==> src/psal_pkg.sv <==
// ----------------------------------------------------------------------------
// psal_pkg
// Shared widths, payload structs and unit status type for the polyline
// segment arc length block.
// ----------------------------------------------------------------------------
package psal_pkg;

	localparam int COORD_BITS = 24;
	localparam int ID_W       = 32;
	localparam int LEN_W      = 32;
	// |a - b| of two coordinates fits in COORD_BITS unsigned bits
	localparam int MAG_W      = COORD_BITS;
	localparam int PROD_W     = 2 * MAG_W;
	// radicand kept at an even width for two-bit digit steps
	localparam int SQ_W       = 2 * COORD_BITS + 2;
	localparam int ROOT_W     = SQ_W / 2;
	localparam int REM_W      = ROOT_W + 2;
	localparam int CNT_W      = $clog2(ROOT_W + 1);
	localparam int ACC_W      = ((ROOT_W > LEN_W) ? ROOT_W : LEN_W) + 1;

	typedef logic signed [COORD_BITS-1:0] coord_t;

	typedef struct packed {
		logic [ID_W-1:0] lane_id;
		coord_t          point_x;
		coord_t          point_y;
		logic            lane_start;
	} psal_in_t;

	typedef struct packed {
		logic [ID_W-1:0]  segment_id;
		logic [ID_W-1:0]  segment_lane;
		logic [LEN_W-1:0] start_length;
		logic [LEN_W-1:0] end_length;
		coord_t           box_min_x;
		coord_t           box_min_y;
		coord_t           box_max_x;
		coord_t           box_max_y;
	} psal_out_t;

	typedef struct packed {
		logic busy;
		logic done;
	} psal_unit_sts_t;

endpackage

==> src/psal_sqdist.sv <==
// ----------------------------------------------------------------------------
// psal_sqdist
// Squared distance dx*dx + dy*dy through one shared subtract/abs stage and
// one shared squaring multiplier; a new request is taken only while idle.
// ----------------------------------------------------------------------------
module psal_sqdist (
	input  logic                    clk,
	input  logic                    arst_n,
	input  logic                    start,
	input  psal_pkg::coord_t        ax,
	input  psal_pkg::coord_t        ay,
	input  psal_pkg::coord_t        bx,
	input  psal_pkg::coord_t        by,
	output psal_pkg::psal_unit_sts_t sts,
	output logic [psal_pkg::SQ_W-1:0] sum
);
	import psal_pkg::*;

	typedef enum logic [1:0] {P_IDLE, P_MUL_X, P_MUL_Y, P_ADD} phase_t;

	phase_t             phase_q;
	logic               done_q;
	logic [MAG_W-1:0]   mag_q;
	logic [PROD_W-1:0]  prod_q;
	logic [PROD_W-1:0]  acc_q;
	logic [SQ_W-1:0]    sum_q;

	coord_t              op_a;
	coord_t              op_b;
	logic [COORD_BITS:0] diff;
	logic [COORD_BITS:0] diff_neg;
	logic [MAG_W-1:0]    mag;
	logic [PROD_W-1:0]   square;

	// x operands on the start cycle, y operands after
	assign op_a     = (phase_q == P_IDLE) ? ax : ay;
	assign op_b     = (phase_q == P_IDLE) ? bx : by;
	assign diff     = {op_a[COORD_BITS-1], op_a} - {op_b[COORD_BITS-1], op_b};
	assign diff_neg = -diff;
	assign mag      = diff[COORD_BITS] ? diff_neg[MAG_W-1:0] : diff[MAG_W-1:0];
	assign square   = mag_q * mag_q;

	always_ff @(posedge clk or negedge arst_n) begin
		if (!arst_n) begin
			phase_q <= P_IDLE;
			done_q  <= 1'b0;
			mag_q   <= '0;
			prod_q  <= '0;
			acc_q   <= '0;
			sum_q   <= '0;
		end else begin
			done_q <= 1'b0;
			case (phase_q)
				P_IDLE: begin
					if (start) begin
						mag_q   <= mag;
						phase_q <= P_MUL_X;
					end
				end
				P_MUL_X: begin
					prod_q  <= square;
					mag_q   <= mag;
					phase_q <= P_MUL_Y;
				end
				P_MUL_Y: begin
					acc_q   <= prod_q;
					prod_q  <= square;
					phase_q <= P_ADD;
				end
				P_ADD: begin
					sum_q   <= SQ_W'(acc_q) + SQ_W'(prod_q);
					done_q  <= 1'b1;
					phase_q <= P_IDLE;
				end
				default: phase_q <= P_IDLE;
			endcase
		end
	end

	assign sts.busy = (phase_q != P_IDLE);
	assign sts.done = done_q;
	assign sum      = sum_q;

endmodule

==> src/psal_isqrt.sv <==
// ----------------------------------------------------------------------------
// psal_isqrt
// Floor integer square root, digit by digit: one result bit per cycle from
// two radicand bits, with a single shared compare/subtract.
// ----------------------------------------------------------------------------
module psal_isqrt (
	input  logic                        clk,
	input  logic                        arst_n,
	input  logic                        start,
	input  logic [psal_pkg::SQ_W-1:0]   radicand,
	output psal_pkg::psal_unit_sts_t    sts,
	output logic [psal_pkg::ROOT_W-1:0] root
);
	import psal_pkg::*;

	localparam logic [CNT_W-1:0] STEPS = CNT_W'(ROOT_W);

	logic [SQ_W-1:0]   rad_q;
	logic [REM_W-1:0]  rem_q;
	logic [ROOT_W-1:0] root_q;
	logic [CNT_W-1:0]  cnt_q;
	logic              done_q;

	logic [REM_W-1:0]  rem_sh;
	logic [REM_W-1:0]  trial;
	logic              take;

	// bits dropped from the remainder on the shift are always zero
	assign rem_sh = {rem_q[REM_W-3:0], rad_q[SQ_W-1 -: 2]};
	assign trial  = {root_q, 2'b01};
	assign take   = (rem_sh >= trial);

	always_ff @(posedge clk or negedge arst_n) begin
		if (!arst_n) begin
			rad_q  <= '0;
			rem_q  <= '0;
			root_q <= '0;
			cnt_q  <= '0;
			done_q <= 1'b0;
		end else begin
			done_q <= 1'b0;
			if (cnt_q != '0) begin
				rad_q  <= {rad_q[SQ_W-3:0], 2'b00};
				rem_q  <= take ? (rem_sh - trial) : rem_sh;
				root_q <= {root_q[ROOT_W-2:0], take};
				cnt_q  <= cnt_q - 1'b1;
				if (cnt_q == CNT_W'(1))
					done_q <= 1'b1;
			end else if (start) begin
				rad_q  <= radicand;
				rem_q  <= '0;
				root_q <= '0;
				cnt_q  <= STEPS;
			end
		end
	end

	assign sts.busy = (cnt_q != '0);
	assign sts.done = done_q;
	assign root     = root_q;

endmodule

==> src/polyline_segment_arc_length.sv <==
// ----------------------------------------------------------------------------
// polyline_segment_arc_length
// Builds polyline segments with cumulative arc length and bounding box.
// ----------------------------------------------------------------------------
// Usage:
//   Points come in on in_valid/in_ready/in_data, one request at a time.
//   A lane start point (or the first point after reset) is stored at
//   once and gives no result; such points can be taken every cycle. Any
//   other point gives one segment on out_valid/out_ready/out_data.
//   A segment is built in order by the squared distance unit (one shared
//   multiplier), the digit-serial square root (one bit per cycle, 25 bits
//   at 24-bit coordinates), an accumulate step and the output load, with
//   a start pulse before each of the two units.
//   in_ready is low while a segment is being built; the next request is
//   taken the cycle after the result is loaded, so a segment point is never
//   taken before the last segment's result is loaded.
//   The result sits in an output register; a stalled receiver holds it
//   there while the next point is accepted and processed. A new result
//   waits in its last step until the register is free.
//   cfg_wr_en loads cfg_wr_data as the first id into the segment counter;
//   write only while idle. Reset clears all state and the id to zero.
// ----------------------------------------------------------------------------
module polyline_segment_arc_length (
	input  logic                      clk,
	input  logic                      arst_n,
	input  logic                      cfg_wr_en,
	input  logic [psal_pkg::ID_W-1:0] cfg_wr_data,
	input  logic                      in_valid,
	output logic                      in_ready,
	input  psal_pkg::psal_in_t        in_data,
	output logic                      out_valid,
	input  logic                      out_ready,
	output psal_pkg::psal_out_t       out_data
);
	import psal_pkg::*;

	typedef enum logic [2:0] {ST_IDLE, ST_DIST, ST_ROOT, ST_ACC, ST_EMIT} state_t;

	state_t           state_q;
	logic             have_prev_q;
	coord_t           prev_x_q;
	coord_t           prev_y_q;
	coord_t           cur_x_q;
	coord_t           cur_y_q;
	logic [ID_W-1:0]  lane_q;
	logic [LEN_W-1:0] running_q;
	logic [LEN_W-1:0] end_len_q;
	logic [ID_W-1:0]  next_seg_q;
	logic             dist_go_q;
	logic             root_go_q;
	logic             out_valid_q;
	psal_out_t        out_data_q;

	psal_unit_sts_t    dist_sts;
	psal_unit_sts_t    root_sts;
	logic [SQ_W-1:0]   sq_sum;
	logic [ROOT_W-1:0] seg_len;
	logic [ACC_W-1:0]  acc_sum;
	logic [LEN_W-1:0]  acc_sat;
	logic              accept;
	logic              out_free;

	psal_sqdist u_sqdist (
		.clk    (clk),
		.arst_n (arst_n),
		.start  (dist_go_q),
		.ax     (cur_x_q),
		.ay     (cur_y_q),
		.bx     (prev_x_q),
		.by     (prev_y_q),
		.sts    (dist_sts),
		.sum    (sq_sum)
	);

	psal_isqrt u_isqrt (
		.clk      (clk),
		.arst_n   (arst_n),
		.start    (root_go_q),
		.radicand (sq_sum),
		.sts      (root_sts),
		.root     (seg_len)
	);

	assign in_ready = (state_q == ST_IDLE);
	assign accept   = in_valid && in_ready;
	assign out_free = !out_valid_q || out_ready;

	assign acc_sum = ACC_W'(running_q) + ACC_W'(seg_len);
	assign acc_sat = (|acc_sum[ACC_W-1:LEN_W]) ? '1 : acc_sum[LEN_W-1:0];

	always_ff @(posedge clk or negedge arst_n) begin
		if (!arst_n) begin
			state_q     <= ST_IDLE;
			have_prev_q <= 1'b0;
			prev_x_q    <= '0;
			prev_y_q    <= '0;
			cur_x_q     <= '0;
			cur_y_q     <= '0;
			lane_q      <= '0;
			running_q   <= '0;
			end_len_q   <= '0;
			next_seg_q  <= '0;
			dist_go_q   <= 1'b0;
			root_go_q   <= 1'b0;
			out_valid_q <= 1'b0;
			out_data_q  <= '0;
		end else begin
			dist_go_q <= 1'b0;
			root_go_q <= 1'b0;
			if (out_ready)
				out_valid_q <= 1'b0;

			case (state_q)
				ST_IDLE: begin
					if (accept) begin
						if (in_data.lane_start || !have_prev_q) begin
							prev_x_q    <= in_data.point_x;
							prev_y_q    <= in_data.point_y;
							running_q   <= '0;
							have_prev_q <= 1'b1;
						end else begin
							cur_x_q   <= in_data.point_x;
							cur_y_q   <= in_data.point_y;
							lane_q    <= in_data.lane_id;
							dist_go_q <= 1'b1;
							state_q   <= ST_DIST;
						end
					end
				end
				ST_DIST: begin
					if (dist_sts.done) begin
						root_go_q <= 1'b1;
						state_q   <= ST_ROOT;
					end
				end
				ST_ROOT: begin
					if (root_sts.done)
						state_q <= ST_ACC;
				end
				ST_ACC: begin
					end_len_q <= acc_sat;
					state_q   <= ST_EMIT;
				end
				ST_EMIT: begin
					if (out_free) begin
						out_valid_q              <= 1'b1;
						out_data_q.segment_id    <= next_seg_q;
						out_data_q.segment_lane  <= lane_q;
						out_data_q.start_length  <= running_q;
						out_data_q.end_length    <= end_len_q;
						out_data_q.box_min_x     <= (cur_x_q < prev_x_q) ? cur_x_q : prev_x_q;
						out_data_q.box_min_y     <= (cur_y_q < prev_y_q) ? cur_y_q : prev_y_q;
						out_data_q.box_max_x     <= (cur_x_q > prev_x_q) ? cur_x_q : prev_x_q;
						out_data_q.box_max_y     <= (cur_y_q > prev_y_q) ? cur_y_q : prev_y_q;
						running_q                <= end_len_q;
						next_seg_q               <= next_seg_q + 1'b1;
						prev_x_q                 <= cur_x_q;
						prev_y_q                 <= cur_y_q;
						state_q                  <= ST_IDLE;
					end
				end
				default: state_q <= ST_IDLE;
			endcase

			// config should only land while idle; the block does not enforce it
			if (cfg_wr_en)
				next_seg_q <= cfg_wr_data;
		end
	end

	assign out_valid = out_valid_q;
	assign out_data  = out_data_q;

endmodule

==> config.mk <==
export PLATFORM = sky130hd
export DESIGN_NAME = polyline_segment_arc_length
export DESIGN_NICKNAME = d
export VERILOG_FILES = /design/src/psal_pkg.sv /design/src/psal_sqdist.sv /design/src/psal_isqrt.sv /design/src/polyline_segment_arc_length.sv
export SDC_FILE = /design/constraint.sdc
export NUM_CORES = 2
export LEC_CHECK = 0
export ABC_AREA = 1
export BUFFER_PORTS_ARGS = -buffer_cell sky130_fd_sc_hd__buf_4
export CORE_MARGIN = 1
export CORE_UTILIZATION = 57
export DETAILED_ROUTE_END_ITERATION = 7
export PLACE_DENSITY = 0.78
export SLEW_MARGIN = 20
export SYNTH_ARGS = -nofsm -noshare
export SYNTH_HDL_FRONTEND = slang
export SYNTH_SLANG_ARGS = --single-unit
==> constraint.sdc <==
create_clock -name clk -period 7.1 [get_ports clk]
set_input_delay 1.42 -clock clk [delete_from_list [all_inputs] [get_ports clk]]
set_output_delay 1.42 -clock clk [all_outputs]
set_load 0.02 [all_outputs]
==> flow_summary.toml <==
[timing]
final_number_of_setup_violating_endpoints = 0
timing_max_transition_violations_final = 0
maxClockFrequency_ghz = 0.147
min_period_over_period_pct = 95.6
slew_headroom_pct = 25.1
timing.final.crit_period_ns = 6.79
worst_slew_pin_slew_ns = 1.12
clock_skew_ns = 0.0513
timing.final.hold_violations = 0

[hold_path]
min_path_type = "flop to flop"
hold_depth = 1
worst_hold_startpoint = "u_sqdist.done_q"
whs_endpoint = "state_q[0]"

[placed_design]
placed_cells_incl_taps = 8582
place_congestion = 0.964
port_buffers = 343
post-dp-hpwl_um = 123000

[global_route]
global_routing_usage_summed_across_all_routing_layers_pct = 32.3
grt_antenna_before_repair = 12
wire_length_of_the_first_global_routing_pass_um = 257000
grt.overflow.total = 0
maximum_number_of_pins_on_one_net_before_global_route_repair = 202
grt_pass1_vias = 48361

[logic_synthesis]
postSynthRegisterBits = 731
synth-seq-area-share_pct = 32.3
yosysWarnings = 0
combinational_family_with_the_most_area_after_synthesis = "adder cells"
syn_avg_cell_area_um2 = 7.93
synth-compound-area-share_pct = 11.8
syn_nets = 8052
synth_enable_flop_cells = 0
yosys.area_share.simple_pct = 19.1
synth_adder_area_share_pct = 23.1
synth_async_sr_flop_share_pct = 100
synth-main-ff-cell = "sky130_fd_sc_hd__dfrtp_1"
synth_xor_xnor_area_share_pct = 2.23
syn_area_um2 = 56700
synthMuxAreaShare_pct = 0.537
yosys.cell_types.count = 60
post_synth_inst_count = 7147

[clock_tree]
worst_skew_pair.late_latency_ns = 0.68
root_buffer = "sky130_fd_sc_hd__clkbuf_16"
cts.sink_count = 731
cts_inserted_buffers = 80
cts_tree = "yes"
cts_buffer_depth = 3
cts-htree-levels = 3
worst_setup_hold_path_clk_slew_ns = 0.06

[floorplanning]
die-area_um2 = 101000
start_util_pct = 57.6
die_y_um = 317
fp.coreArea_um2 = 98400
io_pins = 344
fp-row-count = 115
width_of_the_die_um = 317

[run_status]
run_status = "complete, no violations"

[detailed_routing]
avgViaCountPerCell = 5.52
dr_total_vias = 48405
final_antenna_net_count = 0
firstDrtPassIters = 7
detail_route.wirelength_um = 160000
detail_route.iter0.violations = 4393
detail_route.drc_violations = 0
average_wire_per_standard_cell_um = 18.3

[setup_path]
worst-setup-path-type = "flop to flop"
critical_path.startpoint_type = "flop"
timing.critical_path.to_type = "flop"
timing.critical_path.arrival_ns = 7.31
worst-r2r-setup-slack_ns = 0.31
critical_path_peak_fanout = 17
setup.worst_path.start = "u_sqdist.mag_q[15]"
r2r_start = "u_sqdist.mag_q[15]"
worst_r2r_path_depth = 26
critical_path.reg2reg.endpoint = "u_sqdist.prod_q[40]"
worst-endpoint-required_ns = 7.62

[final_layout]
design.final.nets = 8313
final_cell_count_no_fill = 8768
growth_of_design_area_from_synthesis_to_finish_pct = 12.3
drive_gt1_share_pct = 9.84

[run]
cap_viol_max_count = 0
[Yosys cell counts, types with 14 or more instances]
cell type / number / area share [%]
sky130_fd_sc_hd__buf_1: 16 / 0.11
sky130_fd_sc_hd__buf_2: 40 / 0.35
sky130_fd_sc_hd__nand2_1: 1790 / 12
sky130_fd_sc_hd__nand4_1: 33 / 0.36
sky130_fd_sc_hd__xnor2_1: 53 / 0.82
sky130_fd_sc_hd__a31oi_1: 38 / 0.42
sky130_fd_sc_hd__a21oi_1: 265 / 2.3
sky130_fd_sc_hd__nor4_1: 15 / 0.17
sky130_fd_sc_hd__clkbuf_1: 201 / 1.3
sky130_fd_sc_hd__nand3_1: 327 / 2.9
sky130_fd_sc_hd__xor2_1: 85 / 1.3
sky130_fd_sc_hd__o21bai_1: 17 / 0.23
sky130_fd_sc_hd__fa_1: 432 / 15
sky130_fd_sc_hd__o211ai_1: 57 / 0.76
sky130_fd_sc_hd__a21o_1: 31 / 0.41
sky130_fd_sc_hd__nor2_1: 364 / 2.4
sky130_fd_sc_hd__inv_1: 1343 / 8.9
sky130_fd_sc_hd__o21ai_0: 605 / 5.3
sky130_fd_sc_hd__or2_2: 32 / 0.35
sky130_fd_sc_hd__mux2_2: 27 / 0.54
sky130_fd_sc_hd__o22ai_1: 60 / 0.66
sky130_fd_sc_hd__dfrtp_1: 731 / 32
sky130_fd_sc_hd__nor3_1: 33 / 0.29
sky130_fd_sc_hd__a22oi_1: 15 / 0.20
sky130_fd_sc_hd__o221ai_1: 39 / 0.60
sky130_fd_sc_hd__ha_1: 355 / 7.8
sky130_fd_sc_hd__nand2_2: 14 / 0.15
[worst max-delay path, cell delays in order (launching register included)]
cell and delay [ns]:
sky130_fd_sc_hd__dfrtp_2 0.43, sky130_fd_sc_hd__buf_6 0.18, sky130_fd_sc_hd__nand2_1 0.15, sky130_fd_sc_hd__inv_1 0.07, sky130_fd_sc_hd__fa_1 0.48, sky130_fd_sc_hd__inv_1 0.06, sky130_fd_sc_hd__fa_1 0.52, sky130_fd_sc_hd__inv_1 0.08
sky130_fd_sc_hd__fa_1 0.53, sky130_fd_sc_hd__inv_1 0.05, sky130_fd_sc_hd__fa_1 0.50, sky130_fd_sc_hd__inv_1 0.05, sky130_fd_sc_hd__fa_1 0.46, sky130_fd_sc_hd__fa_1 0.54, sky130_fd_sc_hd__inv_1 0.05, sky130_fd_sc_hd__fa_1 0.53
sky130_fd_sc_hd__inv_1 0.04, sky130_fd_sc_hd__ha_1 0.34, sky130_fd_sc_hd__a21oi_1 0.25, sky130_fd_sc_hd__nor2_1 0.07, sky130_fd_sc_hd__nor2_1 0.18, sky130_fd_sc_hd__o21ai_0 0.16, sky130_fd_sc_hd__o21ai_0 0.35, sky130_fd_sc_hd__nand3_1 0.15
sky130_fd_sc_hd__or2_2 0.29, sky130_fd_sc_hd__nand3_1 0.07, sky130_fd_sc_hd__nand2_1 0.06
[registers in the layout, indices dropped and copies added (netlist names), 25 cells and up]
signal,count
out_data,224
u_isqrt.rad_q,50
u_sqdist.sum,49
u_sqdist.acc_q,47
u_sqdist.prod_q,47
end_len_q,32
lane_q,32
next_seg_q,32
running_q,32
u_isqrt.rem_q,25
u_isqrt.root,25
[worst max-delay path by stage]
stage,slack [ns],cells past startpoint,to
4_1_cts,0.002,25,u_sqdist.prod_q[31]
6_report,0.31,26,u_sqdist.prod_q[40]
5_1_grt,-0.03,26,u_sqdist.prod_q[47]
2_1_floorplan,0.66,30,u_sqdist.prod_q[47]
3_3_place_gp,0.1,26,u_sqdist.prod_q[31]
3_5_place_dp,-0.04,26,u_sqdist.prod_q[31]
[through the flow]
| step | hold slack, ns | area [um^2] | TNS (ns) | util [%] | worst slack (ns) |
|---|---|---|---|---|---|
| 2_1_floorplan | 0.417 | 56700 | 0 | - | 0.661 |
| 3_3_place_gp | 0.429 | 60500 | 0 | 61.5 | 0.0982 |
| 3_5_place_dp | 0.460 | 60500 | -0.0392 | 61.5 | -0.0392 |
| 4_1_cts | 0.475 | 63200 | 0 | 64.2 | 0.00217 |
| 5_1_grt | 0.501 | 63600 | -0.0411 | 64.6 | -0.0284 |
| 6_report | 0.475 | 63600 | 0 | 64.6 | 0.309 |
[cell usage in the layout, fill, tap and decap left out, drive strengths merged, types with 34 or more instances in the layout]
| cell | n |
|---|---|
| a21oi | 269 |
| a31oi | 38 |
| buf | 447 |
| clkbuf | 115 |
| dfrtp | 731 |
| fa | 432 |
| ha | 355 |
| inv | 1355 |
| nand2 | 1807 |
| nand3 | 330 |
| nor2 | 372 |
| nor3 | 36 |
| o211ai | 57 |
| o21ai | 624 |
| o221ai | 39 |
| o22ai | 60 |
| or2 | 34 |
| xnor2 | 54 |
| xor2 | 86 |
[timing repair]
| action | CTS | global route |
|---|---|---|
| gates resized for setup | 4 | 39 |
| endpoints found under the setup margin | 2 | 23 |
| pin swaps | 0 | 1 |
| hold buffers | 0 | 0 |
| setup buffers | 0 | 31 |
[routing by layer]
layer | wire (um) | GRT usage, %
met5 | 0 | 0
met1 | 68300 | 44.4
met2 | 73600 | 51.5
met4 | 6420 | 12.7
met3 | 11900 | 5.03
[cells by family (layout without fill, tap and decap cells)]
kind of cell / count (synthesis) / after routing
buffers and inverters: 1622 / 1947
adders and majority gates: 787 / 787
xor gates and xnor gates: 140 / 140
muxes: 27 / 27
and+or+nand+nor: 2652 / 2652
DFF: 731 / 731
AOI/OAI and AO/OA: 1188 / 1188
other: 0 / 9
[area by class of cell]
class	instances	area (um^2)
clock buffers	114	2300
repair buffers	448	3540
multi-input cells	4794	32300
flip-flops and latches	731	18300
well taps	1287	1610
diodes	9	22.5
inverters	1353	5090
clock inverters	32	412
fillers	8436	34800
Power is left out: the tool's default activity adds up to more than one toggle a clock period on the data nets, which glitch-free logic cannot reach.
